File: src/hw/rtl/assert_macros.svh
// ----------------------------------------------------------------------------
// assertion helpers shared by the rtl
// all checks run on the rising edge of clk_i and are off while rst_ni is low
// ----------------------------------------------------------------------------
`ifndef ASSERT_MACROS_SVH
`define ASSERT_MACROS_SVH

// property must hold at every edge out of reset
`define ASSERT_HOLDS(lbl, prop, msg) \
  lbl: assert property (@(posedge clk_i) disable iff (!rst_ni) (prop)) else $error(msg);

// condition must never be seen out of reset
`define ASSERT_NEVER(lbl, cond, msg) \
  lbl: assert property (@(posedge clk_i) disable iff (!rst_ni) !(cond)) else $error(msg);

`endif

File: src/hw/rtl/lhfd_pkg.sv
`timescale 1ns / 1ps
// ----------------------------------------------------------------------------
// lhfd_pkg
// Shared types, widths and helpers of the luma histogram frame difference.
// ----------------------------------------------------------------------------
package lhfd_pkg;

  localparam int BINS       = 64;
  localparam int MAX_PIXELS = 4194304;
  localparam int PIX_W      = 8;
  localparam int BIN_W      = $clog2(BINS);
  localparam int PROD_W     = PIX_W + $clog2(BINS + 1);
  localparam int CNT_W      = $clog2(MAX_PIXELS + 1);
  localparam int DIST_W     = $clog2(longint'(BINS) * longint'(MAX_PIXELS) + 1);
  localparam int FRAC_W     = 16;
  localparam int NUM_W      = DIST_W + FRAC_W;
  localparam int RATIO_W    = 18;
  localparam int RATIO_MAX  = 131072;
  localparam int FP_W       = 23;

  localparam logic [CNT_W-1:0] CNT_MAX = CNT_W'(MAX_PIXELS);

  typedef struct packed {
    logic [PIX_W-1:0] pixel_value;
    logic             last_in_frame;
  } lhfd_req_t;

  typedef struct packed {
    logic [RATIO_W-1:0] diff_ratio;
    logic [FP_W-1:0]    frame_pixels;
  } lhfd_res_t;

  // controls from the sequencer to the histogram store
  typedef struct packed {
    logic             pix_valid;
    logic [BIN_W-1:0] pix_bin;
    logic             sweep_valid;
    logic [BIN_W-1:0] sweep_idx;
    logic             swap;
  } lhfd_store_ctrl_t;

  // one bin pair read back during the end-of-frame sweep
  typedef struct packed {
    logic             valid;
    logic [CNT_W-1:0] cur;
    logic [CNT_W-1:0] prev;
  } lhfd_sweep_t;

  function automatic logic [CNT_W-1:0] sat_inc(input logic [CNT_W-1:0] v);
    return (v >= CNT_MAX) ? CNT_MAX : v + 1'b1;
  endfunction

endpackage

File: src/hw/rtl/lhfd_hist_store.sv
`timescale 1ns / 1ps
// ----------------------------------------------------------------------------
// lhfd_hist_store
// Two bin count banks, current and previous, that swap roles per frame.
// Per-entry valid bits give the cleared value without a clearing pass.
// ----------------------------------------------------------------------------
module lhfd_hist_store import lhfd_pkg::*; (
  input  logic             clk_i,
  input  logic             rst_ni,
  input  lhfd_store_ctrl_t ctrl_i,
  output lhfd_sweep_t      sweep_o
);

  logic [CNT_W-1:0] mem_a [BINS];
  logic [CNT_W-1:0] mem_b [BINS];

  logic             bank_q;
  logic [BINS-1:0]  vld_a_q, vld_b_q;
  logic [BIN_W-1:0] rd_addr;
  logic [CNT_W-1:0] rd_a_q, rd_b_q;
  logic             rd_va_q, rd_vb_q;
  logic             s1_valid_q, sw_valid_q;
  logic [BIN_W-1:0] s1_bin_q;
  logic             fwd_valid_q;
  logic [BIN_W-1:0] fwd_bin_q;
  logic [CNT_W-1:0] fwd_cnt_q;
  logic [CNT_W-1:0] a_val, b_val, cur_val, prev_val, old_cnt, new_cnt;

  assign rd_addr = ctrl_i.pix_valid ? ctrl_i.pix_bin : ctrl_i.sweep_idx;

  always_ff @(posedge clk_i) begin
    rd_a_q <= mem_a[rd_addr];
    rd_b_q <= mem_b[rd_addr];
    if (s1_valid_q && !bank_q) begin
      mem_a[s1_bin_q] <= new_cnt;
    end
    if (s1_valid_q && bank_q) begin
      mem_b[s1_bin_q] <= new_cnt;
    end
  end

  always_ff @(posedge clk_i or negedge rst_ni) begin
    if (!rst_ni) begin
      bank_q      <= 1'b0;
      vld_a_q     <= '0;
      vld_b_q     <= '0;
      rd_va_q     <= 1'b0;
      rd_vb_q     <= 1'b0;
      s1_valid_q  <= 1'b0;
      sw_valid_q  <= 1'b0;
      fwd_valid_q <= 1'b0;
    end else begin
      rd_va_q     <= vld_a_q[rd_addr];
      rd_vb_q     <= vld_b_q[rd_addr];
      s1_valid_q  <= ctrl_i.pix_valid;
      sw_valid_q  <= ctrl_i.sweep_valid;
      fwd_valid_q <= s1_valid_q;
      if (ctrl_i.swap) begin
        // the old previous bank becomes current and reads as empty
        bank_q <= ~bank_q;
        if (bank_q) begin
          vld_a_q <= '0;
        end else begin
          vld_b_q <= '0;
        end
      end else if (s1_valid_q) begin
        if (bank_q) begin
          vld_b_q[s1_bin_q] <= 1'b1;
        end else begin
          vld_a_q[s1_bin_q] <= 1'b1;
        end
      end
    end
  end

  always_ff @(posedge clk_i) begin
    s1_bin_q  <= ctrl_i.pix_bin;
    fwd_bin_q <= s1_bin_q;
    fwd_cnt_q <= new_cnt;
  end

  assign a_val    = rd_va_q ? rd_a_q : '0;
  assign b_val    = rd_vb_q ? rd_b_q : '0;
  assign cur_val  = bank_q ? b_val : a_val;
  assign prev_val = bank_q ? a_val : b_val;

  // the write of the request just before lands on the edge this one was read
  assign old_cnt = (fwd_valid_q && (fwd_bin_q == s1_bin_q)) ? fwd_cnt_q : cur_val;
  assign new_cnt = sat_inc(old_cnt);

  assign sweep_o.valid = sw_valid_q;
  assign sweep_o.cur   = cur_val;
  assign sweep_o.prev  = prev_val;

endmodule

File: src/hw/rtl/lhfd_divider.sv
`timescale 1ns / 1ps
// ----------------------------------------------------------------------------
// lhfd_divider
// Restoring divider, one quotient bit per cycle.
// ----------------------------------------------------------------------------
module lhfd_divider import lhfd_pkg::*; (
  input  logic             clk_i,
  input  logic             rst_ni,
  input  logic             start_i,
  input  logic [NUM_W-1:0] numer_i,
  input  logic [CNT_W-1:0] denom_i,
  output logic             done_o,
  output logic [NUM_W-1:0] quot_o
);

  localparam int STEP_W = $clog2(NUM_W);

  logic              busy_q, done_q;
  logic [STEP_W-1:0] step_q;
  logic [CNT_W-1:0]  rem_q, rem_d, den_q;
  logic [NUM_W-1:0]  quo_q, quo_d;
  logic [CNT_W:0]    trial;
  logic              take;

  // numerator shifts out at the top while quotient bits enter at the bottom
  assign trial = {rem_q, quo_q[NUM_W-1]};
  assign take  = trial >= {1'b0, den_q};
  assign rem_d = take ? CNT_W'(trial - {1'b0, den_q}) : CNT_W'(trial);
  assign quo_d = {quo_q[NUM_W-2:0], take};

  always_ff @(posedge clk_i or negedge rst_ni) begin
    if (!rst_ni) begin
      busy_q <= 1'b0;
      done_q <= 1'b0;
      step_q <= '0;
    end else begin
      done_q <= 1'b0;
      if (start_i) begin
        busy_q <= 1'b1;
        step_q <= STEP_W'(NUM_W - 1);
      end else if (busy_q) begin
        step_q <= step_q - 1'b1;
        if (step_q == '0) begin
          busy_q <= 1'b0;
          done_q <= 1'b1;
        end
      end
    end
  end

  always_ff @(posedge clk_i) begin
    if (start_i) begin
      quo_q <= numer_i;
      rem_q <= '0;
      den_q <= denom_i;
    end else if (busy_q) begin
      quo_q <= quo_d;
      rem_q <= rem_d;
    end
  end

  assign done_o = done_q;
  assign quot_o = quo_q;

endmodule

File: src/hw/rtl/luma_histogram_frame_difference.sv
`timescale 1ns / 1ps
// ----------------------------------------------------------------------------
// luma_histogram_frame_difference
// Per-frame luma histogram and normalised L1 distance to the previous frame.
// ----------------------------------------------------------------------------
// Pixels are taken at one per cycle within a frame; each one is binned into
// a bank of the histogram memory by a read-modify-write with forwarding. The
// request marked last in the frame starts an end-of-frame pass during which
// no pixel is taken: a flush, a sweep over both banks through their single
// read port, a tail, a load, a bit-serial divide of NUM_W steps and a hand-over
// of the result to the output register, held while an earlier result has
// not yet been taken. The banks swap roles at the end of each frame and
// need no clearing pass after reset.
// ----------------------------------------------------------------------------
module luma_histogram_frame_difference import lhfd_pkg::*; (
  input  logic      clk_i,
  input  logic      rst_ni,
  input  logic      req_valid_i,
  output logic      req_ready_o,
  input  lhfd_req_t req_i,
  output logic      res_valid_o,
  input  logic      res_ready_i,
  output lhfd_res_t res_o
);

`include "assert_macros.svh"

  typedef enum logic [6:0] {
    ST_PIXEL  = 7'b0000001,
    ST_FLUSH  = 7'b0000010,
    ST_SWEEP  = 7'b0000100,
    ST_TAIL   = 7'b0001000,
    ST_LOAD   = 7'b0010000,
    ST_DIVIDE = 7'b0100000,
    ST_DONE   = 7'b1000000
  } lhfd_state_e;

  lhfd_state_e      state_q, state_d;
  logic [CNT_W-1:0] cnt_q;
  logic [BIN_W-1:0] idx_q;
  logic [DIST_W-1:0] dist_q;
  logic             res_valid_q;
  lhfd_res_t        res_q;

  logic             req_acc, res_load;
  logic [PROD_W-1:0] bin_prod;
  lhfd_store_ctrl_t store_ctrl;
  lhfd_sweep_t      sweep;
  logic [CNT_W-1:0] bin_diff;
  logic [NUM_W-1:0] div_numer, div_quot;
  logic [CNT_W-1:0] div_denom;
  logic             div_done;
  logic [RATIO_W-1:0] ratio;

  assign req_ready_o = (state_q == ST_PIXEL);
  assign req_acc     = req_valid_i && req_ready_o;
  assign res_load    = (state_q == ST_DONE) && (!res_valid_q || res_ready_i);

  assign bin_prod = PROD_W'(req_i.pixel_value) * PROD_W'(BINS);

  always_comb begin
    store_ctrl.pix_valid   = req_acc;
    store_ctrl.pix_bin     = BIN_W'(bin_prod >> PIX_W);
    store_ctrl.sweep_valid = (state_q == ST_SWEEP);
    store_ctrl.sweep_idx   = idx_q;
    store_ctrl.swap        = res_load;
  end

  lhfd_hist_store u_store (
    .clk_i   (clk_i),
    .rst_ni  (rst_ni),
    .ctrl_i  (store_ctrl),
    .sweep_o (sweep)
  );

  assign bin_diff = (sweep.cur >= sweep.prev) ? sweep.cur - sweep.prev
                                              : sweep.prev - sweep.cur;

  // distance in Q.16 plus half the divisor for round to nearest
  assign div_numer = {dist_q, FRAC_W'(0)} + NUM_W'(cnt_q >> 1);
  assign div_denom = (cnt_q == '0) ? CNT_W'(1) : cnt_q;

  lhfd_divider u_div (
    .clk_i   (clk_i),
    .rst_ni  (rst_ni),
    .start_i (state_q == ST_LOAD),
    .numer_i (div_numer),
    .denom_i (div_denom),
    .done_o  (div_done),
    .quot_o  (div_quot)
  );

  assign ratio = (div_quot > NUM_W'(RATIO_MAX)) ? RATIO_W'(RATIO_MAX) : RATIO_W'(div_quot);

  always_comb begin
    state_d = state_q;
    case (state_q)
      ST_PIXEL: begin
        if (req_acc && req_i.last_in_frame) begin
          state_d = ST_FLUSH;
        end
      end
      ST_FLUSH: state_d = ST_SWEEP;
      ST_SWEEP: begin
        if (idx_q == BIN_W'(BINS - 1)) begin
          state_d = ST_TAIL;
        end
      end
      ST_TAIL:  state_d = ST_LOAD;
      ST_LOAD:  state_d = ST_DIVIDE;
      ST_DIVIDE: begin
        if (div_done) begin
          state_d = ST_DONE;
        end
      end
      ST_DONE: begin
        if (res_load) begin
          state_d = ST_PIXEL;
        end
      end
      default: state_d = ST_PIXEL;
    endcase
  end

  always_ff @(posedge clk_i or negedge rst_ni) begin
    if (!rst_ni) begin
      state_q     <= ST_PIXEL;
      cnt_q       <= '0;
      idx_q       <= '0;
      res_valid_q <= 1'b0;
    end else begin
      state_q <= state_d;
      if (res_load) begin
        cnt_q <= '0;
      end else if (req_acc) begin
        cnt_q <= sat_inc(cnt_q);
      end
      if (state_q == ST_SWEEP) begin
        idx_q <= idx_q + 1'b1;
      end else begin
        idx_q <= '0;
      end
      if (res_load) begin
        res_valid_q <= 1'b1;
      end else if (res_ready_i) begin
        res_valid_q <= 1'b0;
      end
    end
  end

  always_ff @(posedge clk_i) begin
    if (state_q == ST_FLUSH) begin
      dist_q <= '0;
    end else if (sweep.valid) begin
      dist_q <= dist_q + DIST_W'(bin_diff);
    end
    if (res_load) begin
      res_q.diff_ratio   <= ratio;
      res_q.frame_pixels <= FP_W'(cnt_q);
    end
  end

  assign res_valid_o = res_valid_q;
  assign res_o       = res_q;

  `ASSERT_HOLDS(a_res_from_done, $rose(res_valid_q) |-> $past(state_q == ST_DONE), "result without finished frame")
  `ASSERT_NEVER(a_div_done_stray, div_done && (state_q != ST_DIVIDE), "divider done outside divide")
  `ASSERT_HOLDS(a_cnt_sat, cnt_q <= CNT_MAX, "pixel counter above saturation")
  `ASSERT_NEVER(a_sweep_overlap, sweep.valid && $past(req_acc), "sweep read overlaps pixel update")

endmodule

File: config.mk
export PLATFORM = sky130hd
export DESIGN_NAME = luma_histogram_frame_difference
export DESIGN_NICKNAME = d
export VERILOG_FILES = /design/src/hw/rtl/lhfd_pkg.sv /design/src/hw/rtl/lhfd_hist_store.sv /design/src/hw/rtl/lhfd_divider.sv /design/src/hw/rtl/luma_histogram_frame_difference.sv
export VERILOG_INCLUDE_DIRS = /design/src /design/src/hw/rtl
export SDC_FILE = /design/constraint.sdc
export NUM_CORES = 2
export LEC_CHECK = 0
export BUFFER_PORTS_ARGS = -buffer_cell sky130_fd_sc_hd__buf_2
export CAP_MARGIN = 10
export CORE_MARGIN = 2
export CORE_UTILIZATION = 35
export CTS_CLUSTER_DIAMETER = 200
export DETAILED_ROUTE_END_ITERATION = 7
export PLACE_DENSITY_LB_ADDON = 0.1
export SYNTH_ARGS = -nofsm -noshare
export SYNTH_HDL_FRONTEND = slang
export SYNTH_SLANG_ARGS = --single-unit
File: constraint.sdc
create_clock -name clk_i -period 12.52 [get_ports clk_i]
set_clock_uncertainty 0.2 [all_clocks]
set_input_delay 2.504 -clock clk_i [delete_from_list [all_inputs] [get_ports clk_i]]
set_output_delay 2.504 -clock clk_i [all_outputs]
set_load 0.005 [all_outputs]
==> metrics.md <==
| Metric | Value |
|---|---|
| Final core occ | `40.23%` |
| Post-route ant nets | `0` |
| Fmax | `129.1 MHz` |
| Count of cell types in the netlist | `81` |
| FP Rows | `229` |
| Clock sinks | `3,365` |
| Post-placement cell count | `13,324` |
| Setup crit end kind | `register` |
| Number of synthesized flops with an enable pin | `3,053` |
| Wire per inst | `32.09 µm` |
| DP HPWL | `258,600 µm` |
| Pwr dens | `204.9 nW/µm²` |
| Vias in the first global route | `77,574` |
| Cts bufs inserted | `375` |
| Fraction of layout cells with a size suffix above 1 | `19.54%` |
| CP bufs+invs | `1` |
| Die height | `628.1 µm` |
| Synthesized cell area | `136,300 µm²` |
| TritonCTS clock tree | `yes` |
| Clock network fraction of total power | `33.6%` |
| Clk buf depth | `4` |
| Slew Limit Headroom | `6.381%` |
| Area growth from synthesis to layout | `14.67%` |
| Fin. max-slew vios | `0` |
| Core ar. | `388,500 µm²` |
| Crit path kind | `register to register` |
| Slowest stage delay, CP | `820 ps` |
| DRC Markers | `0` |
| Finished Layout Cells | `14,035` |
| Final hold violation count | `0` |
| Initial antenna violation count | `41` |
| Switch share | `31.20%` |
| Setup violators final | `0` |
| # resized after CTS | `0` |
| Outcome | `complete, no violations` |
| Crit-path cells | `buf_4 -> o21ai_0 -> ha_1 -> nand4_1 -> or2_2 -> or3_1 -> o211ai_1 -> mux2i_1 -> o21ai_0 -> xor2_1 -> ha_1 -> a2111oi_0 -> o21ai_0 -> nand3b_1 -> a21boi_0 -> a21bo_2 -> a31oi_1 -> o21a_1 -> o21ai_0 -> mux2i_1` |
| Unrepaired setup endpoints after global routing | `false` |
| Setup TNS | `0 ps` |
| RD Place Congestion | `0.8125` |
| Sequential share of the synthesized area | `72.50%` |
| Seq pwr share | `42.5%` |
| CP delay by family, top | `compound AO/OA/AOI/OAI gates` |
| Synth Flop Type | `edfxtp_1` |
| IO buf count | `53` |
| Fraction of registers with async set/reset | `5.319%` |
| Clock latency on the worst-skew pair | `980 ps` |
| Switching pwr | `9995 µW` |
| Die area | `394,500 µm²` |
| H-tree Lvls | `5` |
| Tot Pwr | `32,030 µW` |
| Post-CTS setup buffer count | `0` |
| Combinational Power Share | `23.9%` |
| Post-DP Area | `144,300 µm²` |
| CTS Root Cell | `clkbuf_16` |
| CP Launch Type | `register` |
| Max-Cap Viols | `0` |
| Grt ovf | `0` |
| Pin count of the biggest net entering global routing | `97` |
| Die width | `628.1 µm` |
| Internal | `22,040 µW` |
| FILL cells | `35,441` |
| Commonest non-fill, non-tap cell in the layout | `edfxtp_1` |
| Net Count, Synth | `8,376` |
| Total track usage | `22.33%` |
| WP data required | `13,110 ps` |
| Final wirelength | `450,400 µm` |
| First-pass GRT wire length | `621,900 µm` |
| Initial DRC count | `8,627` |
| Pre-antenna DRT Iters | `5` |
| Peak supply drop | `0.0002499 V` |
| Avg Inst Size Synth | `16.51 µm²` |
| Final nets | `8,625` |
| WP data arrival | `8340 ps` |
| Most used cell, CP | `o21ai_0` |
| Hold WC Path Type | `register to register` |
| Worst path slowest cell | `o211ai_1` |
| I/O Pins | `56` |
| Vias per cell | `5.563` |
| YS warnings | `0` |
| Clock transition at path regs | `60 ps` |
| Reg2Reg Setup Slack | `4770 ps` |
| Final std cell area, no fill | `156,300 µm²` |
| Synthesized instance count | `8,256` |
| Lkg Pwr | `0.05284 µW` |
| Min cycle time layout | `7749 ps` |
| Initial Util | `35.08%` |
| Vias | `78,078` |
| Highest-count cells in the layout ignoring fill and taps | `3,053 x edfxtp_1, 970 x nand2_1, 629 x mux4_2, 383 x nand3_1, 379 x clkbuf_16` |
| Actual slew at the worst max-slew pin | `1404 ps` |
| Hold bufs inserted after CTS | `0` |
| Tcrit/Tclk final | `61.89%` |
| Crit Path Max Fanout | `55` |
| Number of synthesized register bits | `3,365` |
## cell families (layout without fill, tap and decap cells)
family / Yosys count / count (layout) / share of synthesized area, %
other: 0 / 13 / 0
AOI/OAI and AO/OA: 975 / 975 / 4.397
DFF: 3365 / 3365 / 72.50
and+or+nand+nor: 2210 / 2210 / 7.165
adders and majority gates: 107 / 107 / 0.9987
xor gates and xnor gates: 117 / 117 / 0.7518
buffers and inverters: 607 / 1176 / 1.974
muxes: 875 / 875 / 12.21
## path summary, 6_finish.rpt
| path | startpoint | endpoint | cells past startpoint |
|---|---|---|---|
| min reg2reg | u_div.rem_q[22] | u_div.rem_q[22] | 2 |
| min | u_div.rem_q[22] | u_div.rem_q[22] | 2 |
| max reg2reg | u_store.bank_q | dist_q[27] | 20 |
| max in group asynchronous | rst_ni | u_div.step_q[5] | 3 |
| max | u_store.bank_q | dist_q[27] | 20 |
| min in group asynchronous | rst_ni | u_store.vld_b_q[55] | 1 |
## synth_stat cells, types with 20 or more instances
| cell type | count | area [µm²] |
|---|---|---|
| o21ai_0 | 185 | 925.9 |
| nor2b_1 | 29 | 181.4 |
| o2111ai_1 | 27 | 236.5 |
| mux2i_1 | 238 | 2382 |
| buf_1 | 76 | 285.3 |
| nor4_1 | 39 | 244.0 |
| nand2_1 | 977 | 3667 |
| mux4_2 | 629 | 14170 |
| inv_1 | 119 | 446.7 |
| a21oi_1 | 358 | 1792 |
| nor3_1 | 58 | 290.3 |
| a221oi_1 | 43 | 376.6 |
| a31oi_1 | 70 | 437.9 |
| ha_1 | 104 | 1301 |
| dfxtp_1 | 133 | 2663 |
| a21o_1 | 57 | 427.9 |
| buf_4 | 43 | 322.8 |
| o21a_1 | 37 | 277.8 |
| o211ai_1 | 21 | 157.7 |
| nand3_1 | 383 | 1917 |
| and3_1 | 56 | 350.3 |
| nor2_1 | 472 | 1772 |
| clkbuf_1 | 200 | 750.7 |
| xor2_1 | 39 | 341.6 |
| dfrtp_1 | 178 | 4454 |
| nand4_1 | 62 | 387.9 |
| xnor2_1 | 78 | 683.2 |
| or3_1 | 20 | 125.1 |
| buf_2 | 162 | 810.8 |
| edfxtp_1 | 3053 | 91680 |
| o22ai_1 | 59 | 369.1 |
## worst register-to-register path: cells and delay by family, from the launching register on
family,cells,cell delay [ps]
buffers and inverters,1,550
AOI/OAI and AO/OA,10,3440
DFF,1,760
muxes,2,420
adders and majority gates,2,920
xor gates and xnor gates,1,210
and+or+nand+nor,4,1080
## registers in the layout, indices dropped and copies added, names as in the netlist, 29 cells and up
name / flops
u_store.vld_b_q: 64
u_store.mem_b: 1472
dist_q: 29
res_o: 41
u_store.mem_a: 1472
u_div.quot_o: 45
u_store.vld_a_q: 64
## power by group through the flow
stage                     logic (µW)  registers [µW]  clock network (µW)
after floorplan                 5090           13700                   0
after global placement          7600           13800                   0
after detailed placement        7700           13800                   0
after CTS                       7720           13600               11000
after global routing            8310           13600               11400
final                           7640           13600               10800
## layer usage
layer / GRT usage (%) / vias to the layer above / routed length [µm]
met3: 2.845 / 490 / 26140
met4: 5.034 / 0 / 10610
li1: - / 32814 / -
met2: 36.86 / 2489 / 216500
met5: 0 / - / 0
met1: 31.55 / 42285 / 197200
## metrics by stage
stage                     hold WS (ps)  worst slack [ps]
after floorplan                  129.0              3323
after global placement           250.3              4809
after detailed placement         250.0              4811
after CTS                        264.3              4704
after global routing             300.4              4142
final                            267.0              4771
## area by class of cell
| class | instances | area [µm²] | share of cell area, % |
|---|---|---|---|
| clock buffer | 496 | 10060 | 6.438 |
| sequential | 3365 | 98820 | 63.22 |
| inverter | 120 | 452.9 | 0.2898 |
| timing repair buffer | 359 | 2734 | 1.749 |
| clock inverter | 201 | 1877 | 1.201 |
| tap | 5197 | 6502 | 4.160 |
| multi-input combinational | 4284 | 35820 | 22.92 |
| antenna | 13 | 32.53 | 0.02081 |
Power figures use the tool's default switching activity.
